`src/rtl/pdlb_pkg.sv`:
```
// shared types, constants and the blend function for the palette delay-line blend
// no dependencies; every module of the block imports this package
package pdlb_pkg;

  // line store geometry
  localparam int MAX_LINE = 512;
  localparam int COL_W    = $clog2(MAX_LINE);
  localparam int LW_W     = 10;
  localparam int WCMP_W   = (COL_W + 1 > LW_W) ? COL_W + 1 : LW_W;

  // palette geometry
  localparam int IDX_W    = 8;
  localparam int PAL_AW   = IDX_W + 1;
  localparam int COLOUR_W = 32;

  // configuration register indexes
  typedef logic [1:0] cfg_idx_t;
  localparam cfg_idx_t CFG_LINE_WIDTH   = 2'd0;
  localparam cfg_idx_t CFG_START_PARITY = 2'd1;
  localparam cfg_idx_t CFG_AVERAGE_MASK = 2'd2;

  // configuration reset values
  localparam logic [LW_W-1:0]     LINE_WIDTH_RST   = 10'd384;
  localparam logic                START_PARITY_RST = 1'b0;
  localparam logic [COLOUR_W-1:0] AVG_MASK_RST     = 32'hFEFE_FEFE;

  // index nibble masks
  localparam logic [IDX_W-1:0] HUE_MASK  = 8'hF0;
  localparam logic [IDX_W-1:0] LUMA_MASK = 8'h0F;

  // request kinds
  typedef enum logic {
    REQ_PIXEL = 1'b0,
    REQ_TABLE = 1'b1
  } req_t;

  // per-pixel raster control handed from the sequencer to the pipeline
  typedef struct packed {
    logic parity;
    logic first;
    logic last;
  } pix_ctl_t;

  // masked halving add per channel
  function automatic logic [COLOUR_W-1:0] blend_colour(
    input logic [COLOUR_W-1:0] a,
    input logic [COLOUR_W-1:0] b,
    input logic [COLOUR_W-1:0] mask
  );
    logic [COLOUR_W-1:0] half;
    half = ((a ^ b) & mask) >> 1;
    return (a & b) + half;
  endfunction

endpackage

```
`src/rtl/pdlb_line_store.sv`:
```
// previous-line index store, read-before-write at the same column
// depends on pdlb_pkg
module pdlb_line_store (
  input  logic                         clk,
  input  logic                         en,
  input  logic [pdlb_pkg::COL_W-1:0]   addr,
  input  logic [pdlb_pkg::IDX_W-1:0]   wdata,
  output logic [pdlb_pkg::IDX_W-1:0]   rdata
);
  import pdlb_pkg::*;

  logic [IDX_W-1:0] mem [MAX_LINE];

  // old entry comes out while the current pixel replaces it
  always_ff @(posedge clk) begin
    if (en) begin
      rdata     <= mem[addr];
      mem[addr] <= wdata;
    end
  end

endmodule

```
`config.mk`:
```
export PLATFORM = sky130hd
export DESIGN_NAME = pdlb_line_store
export DESIGN_NICKNAME = d
export VERILOG_FILES = /design/src/rtl/pdlb_pkg.sv /design/src/rtl/pdlb_line_store.sv
export SDC_FILE = /design/constraint.sdc
export NUM_CORES = 2
export LEC_CHECK = 0
export BUFFER_PORTS_ARGS = -buffer_cell sky130_fd_sc_hd__buf_2
export CAP_MARGIN = 20
export CORE_AREA = 2 2 473 828
export DETAILED_ROUTE_END_ITERATION = 6
export DIE_AREA = 0 0 475 830
export PLACE_DENSITY_LB_ADDON = 0.3
export SLEW_MARGIN = 10
export SYNTH_ARGS = -nofsm -noshare
export SYNTH_HDL_FRONTEND = slang
export SYNTH_SLANG_ARGS = --single-unit
```
`constraint.sdc`:
```
create_clock -name clk -period 5.91 [get_ports clk]
set_input_delay 0 -clock clk [delete_from_list [all_inputs] [get_ports clk]]
set_output_delay 0 -clock clk [all_outputs]
set_load 0.01 [all_outputs]
```
==> summary.txt <==
Global route overflow: 0
R2R setup slack: 1890 ps
Mapped cell area: 158400 um2
Clk_lat worst skew: 970 ps
Place WS: 1053 ps
Worst Max-Slew Pin Slew: 1301 ps
Overall routed net length: 475300 um
Post-Syn Nets: 7594
Leakage: 54.22 nW
ANT nets after route: 0
Crit end category: flop
Max-cap violations: 0
Share of cells above drive strength 1: 21.16%
Worst R2R Path Depth: 6
Post-synth EDFFs: 4104
Clk sinks: 4104
Worst EP required: 6570 ps
Ratio of total power to cell area: 328.1 nW/um2
Largest net degree at the start of global routing: 186
Worst EP arrival: 4920 ps
Initial antenna violation count: 25
Worst hold stages: 2
Most frequent cells in the layout: edfxtp_1, mux4_2, nor2_1, mux2i_1, clkbuf_16
Minimum clock period: 4256 ps
CP startpoint: addr[5]
Number of global-route vias before repair: 81250
Synth Register Bits: 4104
Post-placement cell area: 165600 um2
TNS Setup: 0 ps
Critical Path Source Type: input pin
Fin crit share: 72.01%
Die height: 830 um
Yosys top cell area share: 77.78%
Post-Syn Instances: 7575
Max_slew headroom: 13.30%
Worst vdd ir: 0.2678 mV
Final hold vios: 0
Vias per inst: 6.012
Hold Crit Endpoint: mem[497][2]
Status: completed
H-tree depth: 5
Final instance count without filler cells: 13230
Synth Flop Type: edfxtp_1
Total CTS buffers: 347
Clk_skew: 75.83 ps
Yosys warnings: 0
Dominant cell type by area after synthesis: edfxtp_1
Filler cells: 32020
Die ar.: 394300 um2
I/O pin count: 27
Root buffer cell: clkbuf_16
Worst hold slack: 161.2 ps
CTS tree: yes
Fmax: 0.2350 GHz
Final Wtd Congestion: 0.9591
HP Class: input pin to flop
Worst-path fanout max: 27
Max-slew violations: 0
Cell Rows: 303
Area contributors post-synth: edfxtp_1, mux4_2, mux2i_1
Core area: 387800 um2
Placed insts: 12570
Final WS setup: 1654 ps
Resize count post-CTS: 0
DR pass1 iterations: 6
Total track usage: 23.83%
Sequential-to-total area share from yosys stat: 77.78%
DR vias: 79510
Synth async-reset ratio: 0%
Clock Tree Buf Depth: 4
Layout area overhead: 11.63%
Starting DRT DRC Count: 9367
Commonest non-fill, non-tap cell in the layout: edfxtp_1
Kind of critical path: input pin to flop
Drt wl/cell: 35.94 um
Port buffer count: 26
RSZ-0062 raised after global routing: false
Initial Util: 40.85%
Post-route design area: 176900 um2
Worst-path clk slew: 70 ps
Layout Utilization: 45.60%
Syn_area_per_cell: 20.92 um2
Netlist cell types: 66
Hold Path Origin: wdata[2]
Reg-to-Reg End: rdata[7]
Power, Total: 58.04 mW
Fin nets: 7762
First-pass GRT wire length: 654300 um
Die width: 475 um
DP HPWL: 309300 um
Worst R2R Start: mem[159][7]
DRC Markers: 0
Endpoints failing setup: 0
==> layer usage <==
layer,GRT usage (%),routed length [um],vias up
met5,0,67,-
met4,17.22,41350,8
met3,3.615,30750,1119
met2,42.11,248800,3834
met1,25.91,154400,42470
li1,-,-,32080
==> sequential cells by signal, summed over array words and instances, names as in the netlist <==
name,count
mem,4096
rdata,8
==> power by group <==
group          total, mW  internal [mW]  switching (mW)
clock network       23.1           12.6            10.6
registers           32.1           32.0          0.0232
logic               2.82          0.861            1.96
total               58.0           45.5            12.6
==> timing repair <==
action | in CTS | in global routing
hold buffers | 9 | 0
endpoints found under the setup margin | 0 | 0
endpoints found under the hold margin | 1014 | 0
setup buffers | 0 | 0
==> cells by family after synthesis <==
kind of cell	share of synthesized area, %
simple gates	2.735
compound gates	3.424
flops	77.78
mux	14.47
buf+inv	1.590
==> worst max-delay path: stages <==
cell and delay (ps):
buf_2 800, nor2b_2 480, buf_4 320, and3_1 320, nand3_1 480, nand4_1 610, nor3_1 1170, nor4bb_1 470
nand4_1 150
==> worst max path at each step <==
stage                       end  slack, ps  cells past startpoint
floorplan           mem[463][0]       3460                     10
global placement       rdata[4]       1010                      8
detailed placement     rdata[7]       1050                      9
CTS                    rdata[7]       2060                      9
global route           rdata[7]       2110                      9
finish                 rdata[7]       1650                      9
==> Yosys cell counts, types with 17 or more instances <==
cell and n:
and2_1 17, nand4_1 47, clkbuf_1 196, nor3_1 22, o21ai_0 45, mux2_2 18
a31oi_1 76, nor2b_1 25, a22oi_1 180, a221oi_1 91, edfxtp_1 4104, nor4_1 38
a21oi_1 77, a22o_1 47, mux2i_1 434, nand3_1 47, nand2_1 130, nor2_1 548
buf_6 24, a211oi_1 36, o22ai_1 118, and3_1 25, buf_1 19, a32oi_1 26
buf_2 182, mux4_2 816, buf_4 56
==> layout make-up <==
class,instances,area (um2),area share (%)
clock inverter,221,2101,1.188
tap,5185,6487,3.668
antenna,26,65.06,0.03679
timing repair buffer,302,2897,1.638
clock buffer,399,9006,5.092
multi-input combinational,2984,33050,18.69
sequential,4104,123200,69.68
inverter,4,20.02,0.01132
Note: power is estimated with default switching activity, not from simulation.
