## config.mk

```make
export PLATFORM = sky130hd
export DESIGN_NAME = pdlb_raster_ctl
export DESIGN_NICKNAME = d
export VERILOG_FILES = /design/src/rtl/pdlb_pkg.sv /design/src/rtl/pdlb_raster_ctl.sv
export SDC_FILE = /design/constraint.sdc
export NUM_CORES = 1
export LEC_CHECK = 0
export BUFFER_PORTS_ARGS = -buffer_cell sky130_fd_sc_hd__buf_2
export CAP_MARGIN = 10
export CORE_MARGIN = 5
export CORE_UTILIZATION = 55
export DETAILED_ROUTE_END_ITERATION = 8
export GPL_ROUTABILITY_DRIVEN = 0
export PLACE_DENSITY = 0.92
export SYNTH_ARGS = -nofsm -noshare
export SYNTH_HDL_FRONTEND = slang
export SYNTH_SLANG_ARGS = --single-unit
export TNS_END_PERCENT = 50
```

## constraint.sdc

```tcl
create_clock -name clk -period 8.5 [get_ports clk]
set_clock_uncertainty 0.15 [all_clocks]
set_input_delay 0.425 -clock clk [delete_from_list [all_inputs] [get_ports clk]]
set_output_delay 0.425 -clock clk [all_outputs]
set_load 0.01 [all_outputs]
```

## src/rtl/pdlb_pkg.sv

```systemverilog
// shared types, constants and the blend function for the palette delay-line blend
// no dependencies; every module of the block imports this package
package pdlb_pkg;

  // line store geometry
  localparam int MAX_LINE = 512;
  localparam int COL_W    = $clog2(MAX_LINE);
  localparam int LW_W     = 10;
  localparam int WCMP_W   = (COL_W + 1 > LW_W) ? COL_W + 1 : LW_W;

  // palette geometry
  localparam int IDX_W    = 8;
  localparam int PAL_AW   = IDX_W + 1;
  localparam int COLOUR_W = 32;

  // configuration register indexes
  typedef logic [1:0] cfg_idx_t;
  localparam cfg_idx_t CFG_LINE_WIDTH   = 2'd0;
  localparam cfg_idx_t CFG_START_PARITY = 2'd1;
  localparam cfg_idx_t CFG_AVERAGE_MASK = 2'd2;

  // configuration reset values
  localparam logic [LW_W-1:0]     LINE_WIDTH_RST   = 10'd384;
  localparam logic                START_PARITY_RST = 1'b0;
  localparam logic [COLOUR_W-1:0] AVG_MASK_RST     = 32'hFEFE_FEFE;

  // index nibble masks
  localparam logic [IDX_W-1:0] HUE_MASK  = 8'hF0;
  localparam logic [IDX_W-1:0] LUMA_MASK = 8'h0F;

  // request kinds
  typedef enum logic {
    REQ_PIXEL = 1'b0,
    REQ_TABLE = 1'b1
  } req_t;

  // per-pixel raster control handed from the sequencer to the pipeline
  typedef struct packed {
    logic parity;
    logic first;
    logic last;
  } pix_ctl_t;

  // masked halving add per channel
  function automatic logic [COLOUR_W-1:0] blend_colour(
    input logic [COLOUR_W-1:0] a,
    input logic [COLOUR_W-1:0] b,
    input logic [COLOUR_W-1:0] mask
  );
    logic [COLOUR_W-1:0] half;
    half = ((a ^ b) & mask) >> 1;
    return (a & b) + half;
  endfunction

endpackage

```

## src/rtl/pdlb_raster_ctl.sv

```systemverilog
// raster sequencer: column, line parity, first-line and line-end flags per pixel
// depends on pdlb_pkg
module pdlb_raster_ctl (
  input  logic                        clk,
  input  logic                        rst_n,
  input  logic                        acc_pix,
  input  logic                        frame_start,
  input  logic [pdlb_pkg::LW_W-1:0]   line_width,
  input  logic                        start_parity,
  output logic [pdlb_pkg::COL_W-1:0]  col,
  output pdlb_pkg::pix_ctl_t          ctl
);
  import pdlb_pkg::*;

  logic [COL_W-1:0]  col_r, col_nxt;
  logic              par_r, par_nxt;
  logic              first_r, first_nxt;
  logic [WCMP_W-1:0] lw_ext, eff_w, col_p1;

  // frame start overrides the running position; clamp the line width to
  // 1..MAX_LINE and detect the line end
  always_comb begin
    col        = frame_start ? '0 : col_r;
    ctl.parity = frame_start ? start_parity : par_r;
    ctl.first  = frame_start | first_r;
    lw_ext = WCMP_W'(line_width);
    priority if (lw_ext == '0) begin
      eff_w = WCMP_W'(1);
    end else if (lw_ext > WCMP_W'(MAX_LINE)) begin
      eff_w = WCMP_W'(MAX_LINE);
    end else begin
      eff_w = lw_ext;
    end
    col_p1   = WCMP_W'(col) + WCMP_W'(1);
    ctl.last = (col_p1 >= eff_w);
  end

  // next position
  always_comb begin
    if (ctl.last) begin
      col_nxt   = '0;
      par_nxt   = ~ctl.parity;
      first_nxt = 1'b0;
    end else begin
      col_nxt   = col_p1[COL_W-1:0];
      par_nxt   = ctl.parity;
      first_nxt = ctl.first;
    end
  end

  always_ff @(posedge clk) begin
    if (!rst_n) begin
      col_r   <= '0;
      par_r   <= START_PARITY_RST;
      first_r <= 1'b1;
    end else if (acc_pix) begin
      col_r   <= col_nxt;
      par_r   <= par_nxt;
      first_r <= first_nxt;
    end
  end

  // a line end always rewinds the column
  a_last_rewinds: assert property (@(posedge clk) disable iff (!rst_n)
    acc_pix && ctl.last |=> col_r == '0 && !first_r)
    else $error("column not rewound after line end");

  // mid-line pixels keep parity
  a_parity_held: assert property (@(posedge clk) disable iff (!rst_n)
    acc_pix && !ctl.last |=> par_r == $past(ctl.parity))
    else $error("parity changed mid-line");

  // idle cycles leave the position alone
  a_col_idle: assert property (@(posedge clk) disable iff (!rst_n)
    !acc_pix |=> $stable(col_r))
    else $error("column moved without a pixel");

endmodule

```

==> impl_metrics.json, run 1 <==
{
  "status": "finished, final reports clean",
  "hold_viol": 0,
  "drc": 0,
  "viasPerCell": 5.763,
  "p_int_mw": 0.07997,
  "nNetsFinal": 179,
  "comb_power_share_pct": 19.8,
  "critPathMostFrequentCell": "ha_1",
  "ys_seq_elements": 11,
  "drtIter0Drc": 31,
  "overflow": 0,
  "wl_per_cell_um": 14.23,
  "final_core_util_pct": 67.03,
  "rsz0062_at_grt": "false",
  "dpl.cell_count": 173,
  "clkSlewWorstSetupHoldPaths_ps": 60,
  "hold_end": "first_r$_SDFFE_PN1P_",
  "insertion_delay_ps": 280,
  "h-tree-depth": 1,
  "synth_edf_count": 0,
  "start_kind": "flip-flop",
  "drt_pass1_iterations": 4,
  "ys.flop_type": "dfxtp_1",
  "final_area_um2": 1145,
  "synth_warnings": 0,
  "finalPower_mw": 0.1118,
  "worstSetupPathType": "flip-flop to output pin",
  "numPortBuffers": 26,
  "grt_pass1_vias": 1013,
  "grt_pass1_wl_mm": 4.278,
  "tritoncts": "done",
  "antenna_found_initial": 0,
  "power.share.clock_pct": 32.3,
  "hold_path_class": "input port to flip-flop",
  "synthCells": 127,
  "cap_violations": 0,
  "vdd_drop_max_uv": 88.71,
  "holdCritStartpoint": "rst_n",
  "die_w_um": 52.18,
  "fmax_mhz": 284.5,
  "cts_root_buffer": "clkbuf_4",
  "hpwl_mm": 1.972,
  "slew_headroom_pct": 65.50,
  "numCtsBuffers": 3,
  "fillers": 159,
  "coreArea_um2": 1708,
  "ant_nets": 0,
  "timing.rr.start": "col_r[0]$_SDFFE_PN0P_",
  "drv_slew": 0,
  "power.density_nw_per_um2": 97.70,
  "routed_wirelength_mm": 2.519,
  "start_util_pct": 57.29,
  "fin_cells": 177,
  "period_needed_ps": 3515,
  "worst_path_largest_cell_delay_ps": 370,
  "syn2layout_area_growth_pct": 17.01,
  "path_max_fanout": 5,
  "r2r_end": "col_r[1]$_SDFFE_PN0P_",
  "syn_area_um2": 978.4,
  "synth.distinct_cells": 34,
  "ys_seq_area_share_pct": 22.51,
  "rrSetupSlack_ps": 5440,
  "reg2regPathDepth": 9,
  "cts-resized-gates": 0,
  "seq_power_share_pct": 47.9,
  "switchingPower_mw": 0.03188,
  "rows": 15,
  "die_y_um": 52.18,
  "end_kind": "output pin",
  "io-pin-count": 27,
  "cp.required_ps": 7930,
  "final_cell_mix": "buf_2, nor2b_1, nand2_1",
  "syn_nets": 153,
  "avgSynthCellArea_um2": 7.704,
  "cts_setup_buffers": 0,
  "slowest_stage": "dfxtp_1",
  "crit_chain": "nor2b_1 > ha_1 > nand3_1 > xnor2_1 > ha_1 > o21ai_0 > o22ai_1 > a21oi_1 > inv_1 > buf_2",
  "synthArstFlopShare_pct": 0,
  "via_count": 1020,
  "die-area_um2": 2722,
  "grt_max_degree": 18,
  "tns_ps": 0,
  "finalSetupViolations": 0,
  "final_common_cell": "buf_2",
  "swShare_pct": 28.50,
  "post-route-period-util_pct": 41.35,
  "cts.sinks": 11,
  "cts_buffer_depth": 2,
  "drive_gt1_share_pct": 19.74,
  "placed_area_um2": 1119,
  "min_path_cells": 2,
  "tightest_slew_ps": 517.6,
  "crit_arrival_ps": 2940,
  "hold_buffers": 0,
  "leakagePower_nw": 0.5508,
  "grt.total_usage_pct": 21.01,
  "n_antenna_cell": 0
}
-- sequential cells by signal (all words and copies together), names as in the netlist --
register / count
col_r: 9
first_r: 1
par_r: 1
-- worst max path at each step --
stage,start,endpoint,depth (start not counted)
floorplan,frame_start,ctl[0],11
global placement,frame_start,ctl[0],11
detailed placement,frame_start,ctl[0],11
CTS,col_r[0]$_SDFFE_PN0P_,ctl[0],10
global route,col_r[0]$_SDFFE_PN0P_,ctl[0],10
finish,col_r[0]$_SDFFE_PN0P_,ctl[0],10
-- cell type report --
cell class / count / area [um2] / share of cell area [%]
multi-input combinational: 106 / 718.2 / 62.73
sequential: 11 / 220.2 / 19.23
timing repair buffer: 26 / 130.1 / 11.37
tap: 25 / 31.28 / 2.732
clock buffer: 4 / 26.28 / 2.295
inverter: 5 / 18.77 / 1.639
-- power groups by stage --
| stage | Combinational, mW | Clock, mW | Sequential [mW] |
|---|---|---|---|
| final | 0.0221 | 0.0362 | 0.0536 |
| after global routing | 0.0253 | 0.0391 | 0.0536 |
| after CTS | 0.0221 | 0.0369 | 0.0535 |
| after detailed placement | 0.0220 | 0 | 0.0547 |
| after global placement | 0.0212 | 0 | 0.0546 |
| after floorplan | 0.0144 | 0 | 0.0544 |
-- layer usage --
layer | vias to the layer above | global-route usage (%) | share of wire, %
met5 | - | 0 | 0
met4 | 0 | 8.936 | 1.7
met3 | 5 | 3.704 | 7.3
met2 | 48 | 36.61 | 47
met1 | 459 | 25.04 | 44
li1 | 508 | - | -
-- synth_stat cells (2+ instances only) --
cell type | instances | area, um2
nor2b_1 | 16 | 100.1
and3_1 | 2 | 12.51
nor4_1 | 3 | 18.77
a32oi_1 | 2 | 17.52
nor2_1 | 10 | 37.54
a32o_1 | 5 | 50.05
a41o_1 | 2 | 20.02
ha_1 | 11 | 137.6
a21oi_1 | 7 | 35.03
inv_1 | 4 | 15.01
xnor2_1 | 3 | 26.28
dfxtp_1 | 11 | 220.2
nand2_1 | 12 | 45.04
xor2_1 | 4 | 35.03
clkbuf_1 | 2 | 7.510
nand3_1 | 6 | 30.03
a211oi_1 | 2 | 15.01
and2_1 | 5 | 31.28
nor3_1 | 2 | 10.01
o21ai_0 | 3 | 15.01
nand2b_1 | 2 | 12.51
-- logic make-up after synthesis --
kind of cell,after synthesis,synth area share [%]
simple gates,62,33.38
compound gates,25,18.67
fa+ha+maj,11,14.07
flops,11,22.51
buf+inv,10,4.090
xor+xnor,7,6.266
mux,1,1.023
-- worst max-delay path, delay by kind of cell (launching register included) --
family / cells / cell delay [ps]
AOI/OAI and AO/OA: 3 / 750
buffers and inverters: 2 / 210
and+or+nand+nor: 2 / 440
DFF: 1 / 370
xor gates and xnor gates: 1 / 290
adders and majority gates: 2 / 600
-- metrics by stage --
stage / worst slack (ps) / hold WS, ps
final: 4985 / 292.8
after global routing: 4653 / 327.5
after CTS: 5026 / 296.2
after detailed placement: 5101 / 400.0
after global placement: 5223 / 362.6
after floorplan: 5356 / 337.4
No activity file was read; power rests on OpenSTA's default activity.
==> run 2, diff against run 1 <==
CORE_UTILIZATION = 46   (was 55)
PLACE_DENSITY = 0.83   (was 0.92)
clock period = 2.84 ns   (was 8.5 ns; I/O delays follow)
==> run 2 against run 1 <==
  * Non-clock buffer count grew 6
  * Count of clock-buffer cells in the layout unchanged
  * Critical path type is now flip-flop to flip-flop
  * Sequential cell count unchanged
  * Register-to-register slack lost 5300 ps
  * Sequential power rose to 3.0 times the previous value
  * Via count is 0.78% higher
  * Core utilization down 5.0 points
  * Critical path depth down 1
  * Setup slack got worse by 4900 ps
==> impl_metrics.json, run 2 (synthesis results as in run 1) <==
{
  "numPortBuffers": 26,
  "wl_per_cell_um": 14.16,
  "via_count": 1028,
  "finalPower_mw": 0.3445,
  "clkSlewWorstSetupHoldPaths_ps": 60,
  "hpwl_mm": 1.984,
  "worstSetupPathType": "flip-flop to flip-flop",
  "die_y_um": 56.12,
  "rrSetupSlack_ps": 100,
  "finalSetupViolations": 0,
  "overflow": 0,
  "grt_pass1_wl_mm": 4.146,
  "drv_slew": 0,
  "top_register": "col_r",
  "nNetsFinal": 185,
  "status": "finished, final reports clean",
  "start_util_pct": 48.87,
  "cts_root_buffer": "clkbuf_4",
  "final_cell_mix": "buf_2, nor2b_1, nand2_1",
  "reg_top3": "col_r x9, first_r x1, par_r x1",
  "cap_violations": 0,
  "viasPerCell": 5.557,
  "crit_arrival_ps": 2750,
  "final_common_cell": "buf_2",
  "drc": 0,
  "tightest_slew_ps": 449.7,
  "hold_end": "first_r$_SDFFE_PN1P_",
  "post-route-period-util_pct": 96.31,
  "drt_pass1_iterations": 4,
  "vdd_drop_max_uv": 288.0,
  "cts.sinks": 11,
  "fmax_mhz": 365.6,
  "fin_ws_ps": 104.8,
  "die-area_um2": 3149,
  "syn2layout_area_growth_pct": 26.85,
  "dp_slack_ps": 51.01,
  "period_needed_ps": 2735,
  "leakagePower_nw": 0.5946,
  "grt_pass1_vias": 992,
  "cp.required_ps": 2850,
  "hold_ws_ps": 23.64,
  "start_kind": "flip-flop",
  "grt.total_usage_pct": 15.94,
  "holdCritStartpoint": "rst_n",
  "cts_buffer_depth": 2,
  "reg2regPathDepth": 9,
  "drtIter0Drc": 23,
  "min_path_cells": 2,
  "fillers": 183,
  "largest_reg_flops": 9,
  "n_antenna_cell": 0,
  "r2r_end": "col_r[4]$_SDFFE_PN0P_",
  "coreArea_um2": 2002,
  "end_kind": "flip-flop",
  "timing.rr.start": "col_r[1]$_SDFFE_PN0P_",
  "hold_viol": 0,
  "power.density_nw_per_um2": 277.6,
  "antenna_found_initial": 0,
  "die_w_um": 56.12,
  "fin_cells": 185,
  "h-tree-depth": 1,
  "seqCellArea_um2": 221.5,
  "slew_headroom_pct": 70.02,
  "rows": 16,
  "ant_nets": 0,
  "io-pin-count": 27,
  "path_max_fanout": 6,
  "hold_path_class": "input port to flip-flop",
  "routed_wirelength_mm": 2.619,
  "insertion_delay_ps": 270,
  "numCtsBuffers": 3,
  "dpl.cell_count": 179,
  "drive_gt1_share_pct": 30.38,
  "multi_input_area_um2": 765.7,
  "tritoncts": "done",
  "grt_max_degree": 16
}
-- run 2: power breakdown --
| part | switching (mW) | total (mW) | internal, mW |
|---|---|---|---|
| logic | 0.0443 | 0.0770 | 0.0327 |
| registers | 0.00221 | 0.160 | 0.158 |
| clock network | 0.0531 | 0.107 | 0.0543 |
| total | 0.0996 | 0.345 | 0.245 |
-- run 2: repair_timing --
item | 4_1_cts | 5_1_grt
gates resized for setup | 1 | 12
hold buffers | 0 | 0
pin swaps | 1 | 1
endpoints found under the setup margin | 1 | 12
setup buffers | 1 | 1
-- run 2: through the flow --
step	area, um2	TNS (ps)	utilization (%)
6_report	1241	0	62.00
5_1_grt	1241	-84.01	62.00
4_1_cts	1191	0	59.50
3_5_place_dp	1154	0	57.63
3_3_place_gp	1154	0	57.63
2_1_floorplan	980.9	0	-
-- run 2: critical path: stages, from the launching register on --
cell and delay, ps:
dfxtp_1 350, nor2b_2 180, ha_2 230, nand3_1 130, xnor2_2 180, ha_1 340, a41oi_2 140, or4_4 550
a41o_1 250, and2_1 150
-- run 2: cell type report --
cell class              count  share of cell area (%)
inverters                   5                   1.512
well taps                  27                   2.722
multi-input cells         106                   61.69
clock buffers               4                   2.117
repair buffers             32                   14.11
flip-flops and latches     11                   17.84
-- run 2: how the worst max path moves through the flow --
stage / startpoint / endpoint / slack [ps] / cells after the start
4_1_cts: col_r[0]$_SDFFE_PN0P_ / col_r[4]$_SDFFE_PN0P_ / 40 / 9
3_5_place_dp: col_r[0]$_SDFFE_PN0P_ / col_r[4]$_SDFFE_PN0P_ / 50 / 9
3_3_place_gp: col_r[0]$_SDFFE_PN0P_ / col_r[1]$_SDFFE_PN0P_ / 110 / 9
2_1_floorplan: col_r[0]$_SDFFE_PN0P_ / col_r[1]$_SDFFE_PN0P_ / 30 / 10
5_1_grt: col_r[1]$_SDFFE_PN0P_ / ctl[0] / -30 / 10
6_report: col_r[1]$_SDFFE_PN0P_ / col_r[4]$_SDFFE_PN0P_ / 100 / 9
-- run 2: layer usage --
layer	GRT usage [%]	share of wire [%]	routed length [um]	up-vias
met2	28.21	49	1278	25
met4	1.017	1.3	34	0
met1	19.42	45	1166	472
met3	5.336	5.4	141	4
met5	0	0	0	-
li1	-	-	-	527
==> run 3, diff against run 2 <==
HOLD_SLACK_MARGIN = 0.1   (was unset)
clock period = 2.5 ns   (was 2.84 ns; I/O delays follow)
==> run 3 against run 2 <==
  * The flow now finishes with violations (negative setup slack)
  * Total power is 27% higher
  * Core utilization is 18 points higher
  * Sequential share of layout area is 3.8 points lower
  * Count of clock-buffer cells in the layout stayed put
  * Design area is 28% higher
  * Setup slack worse by 370 ps
  * Non-clock buffer count is 22 higher
  * Critical path depth is 2 higher
  * Clock power is 29% higher
  * Via count is 19% higher
  * Combinational power is 52% higher
  * Die area stayed put
==> impl_metrics.json, run 3 (synthesis results as in run 1) <==
{
  "viasPerCell": 5.908,
  "tritoncts": "done",
  "slowest_stage": "or4_4",
  "drive_gt1_share_pct": 50.56,
  "top_register": "col_r",
  "start_util_pct": 48.87,
  "placed_area_um2": 1308,
  "seq_power_share_pct": 41.7,
  "fmax_mhz": 361.9,
  "reg_top3": "col_r x9, first_r x1, par_r x1",
  "drtIter0Drc": 66,
  "coreArea_um2": 2002,
  "hold_path_class": "input port to flip-flop",
  "post-route-period-util_pct": 110.5,
  "final_cell_mix": "buf_2, buf_4, nor2b_1",
  "worst_path_largest_cell_delay_ps": 580,
  "cp.required_ps": 2540,
  "fin_ws_ps": -263.1,
  "insertion_delay_ps": 290,
  "drv_slew": 0,
  "clkSlewWorstSetupHoldPaths_ps": 90,
  "comb_power_share_pct": 26.8,
  "numPortBuffers": 26,
  "power.density_nw_per_um2": 274.3,
  "p_int_mw": 0.2950,
  "ant_nets": 0,
  "nNetsFinal": 207,
  "grt_pass1_wl_mm": 4.933,
  "start_kind": "flip-flop",
  "hold_ws_ps": 166.7,
  "final_core_util_pct": 79.50,
  "status": "complete, but fails checks",
  "n_antenna_cell": 0,
  "worstSetupPathType": "flip-flop to flip-flop",
  "grt_max_degree": 16,
  "final_area_um2": 1592,
  "violations": "negative setup slack",
  "power.share.clock_pct": 31.5,
  "routed_wirelength_mm": 3.614,
  "leakagePower_nw": 0.7415,
  "cts_buffer_depth": 2,
  "grt.total_usage_pct": 19.68,
  "antenna_found_initial": 0,
  "drc": 0,
  "rsz0062_at_grt": "true",
  "cap_violations": 0,
  "finalSetupViolations": 12,
  "path_max_fanout": 6,
  "grt_pass1_vias": 1102,
  "numCtsBuffers": 3,
  "wl_per_cell_um": 17.46,
  "die_w_um": 56.12,
  "period_needed_ps": 2763,
  "crit_arrival_ps": 2800,
  "tns_ps": -1826,
  "end_kind": "flip-flop",
  "slew_headroom_pct": 70.83,
  "final_common_cell": "buf_2",
  "via_count": 1223,
  "hpwl_mm": 2.241,
  "die-area_um2": 3149,
  "cts.sinks": 11,
  "cts_root_buffer": "clkbuf_4",
  "hold_viol": 0,
  "drt_pass1_iterations": 4,
  "swShare_pct": 32.42,
  "die_y_um": 56.12,
  "io-pin-count": 27,
  "vdd_drop_max_uv": 210.9,
  "h-tree-depth": 1,
  "tightest_slew_ps": 436.7,
  "switchingPower_mw": 0.1415,
  "rows": 16,
  "syn2layout_area_growth_pct": 62.66,
  "largest_reg_flops": 9,
  "overflow": 0,
  "crit_chain": "nor2b_4 > ha_4 > buf_6 > nand2_4 > nor2_4 > xnor2_2 > ha_1 > nand2_2 > or4_4 > a32o_1 > and2_1"
}
run 3: final cells by class:
type / count / area, um2
Timing Repair Buffer: 54 / 350.3
Tap cell: 27 / 33.78
Sequential cell: 11 / 224.0
Fill cell: 127 / 410.4
Inverter: 5 / 18.77
Clock buffer: 4 / 26.28
Multi-Input combinational cell: 106 / 938.4
run 3: path summary, 6_finish.rpt:
path                         start                     to  slack [ps]  depth (start not counted)
min reg2reg   first_r$_SDFFE_PN1P_   first_r$_SDFFE_PN1P_         380                          2
min                        acc_pix   first_r$_SDFFE_PN1P_         170                          3
max reg2reg  col_r[1]$_SDFFE_PN0P_  col_r[2]$_SDFFE_PN0P_        -260                         11
max          col_r[1]$_SDFFE_PN0P_  col_r[2]$_SDFFE_PN0P_        -260                         11
run 3: critical path: cells and delay by family, from the launching register on:
| family | cells | cell delay [ps] |
|---|---|---|
| buffers and inverters | 1 | 120 |
| xor gates and xnor gates | 1 | 80 |
| AOI/OAI and AO/OA | 1 | 290 |
| and+or+nand+nor | 6 | 1160 |
| DFF | 1 | 360 |
| adders and majority gates | 2 | 500 |
run 3: metal layers:
layer / GRT usage [%] / vias up / routed length, um
met3: 3.480 / 12 / 268
met1: 23.10 / 584 / 1404
met2: 35.56 / 60 / 1850
met5: 0 / - / 0
li1: - / 567 / -
met4: 6.441 / 0 / 91
run 3: per-stage QoR:
step | setup slack (ps) | std cells | total power, mW
2_1_floorplan | -56.66 | 127 | 0.2443
3_3_place_gp | -150.1 | 194 | 0.2726
3_5_place_dp | -268.3 | 194 | 0.2772
4_1_cts | -169.6 | 201 | 0.4136
5_1_grt | -309.9 | 207 | 0.4512
6_report | -263.1 | 207 | 0.4365
run 3: timing repair:
action,in CTS,in global routing
setup buffers,2,6
resized for setup,13,27
pin swaps,10,13
hold buffers,1,0
endpoints found under the setup margin,12,12
gates cloned,0,0
endpoints found under the hold margin,11,0
run 3: power groups by stage:
stage / clock, mW / sequential [mW] / combinational [mW]
global route: 0.142 / 0.182 / 0.126
finish: 0.138 / 0.182 / 0.117
detailed placement: 0 / 0.187 / 0.0907
CTS: 0.133 / 0.183 / 0.0979
floorplan: 0 / 0.185 / 0.0590
global placement: 0 / 0.186 / 0.0865
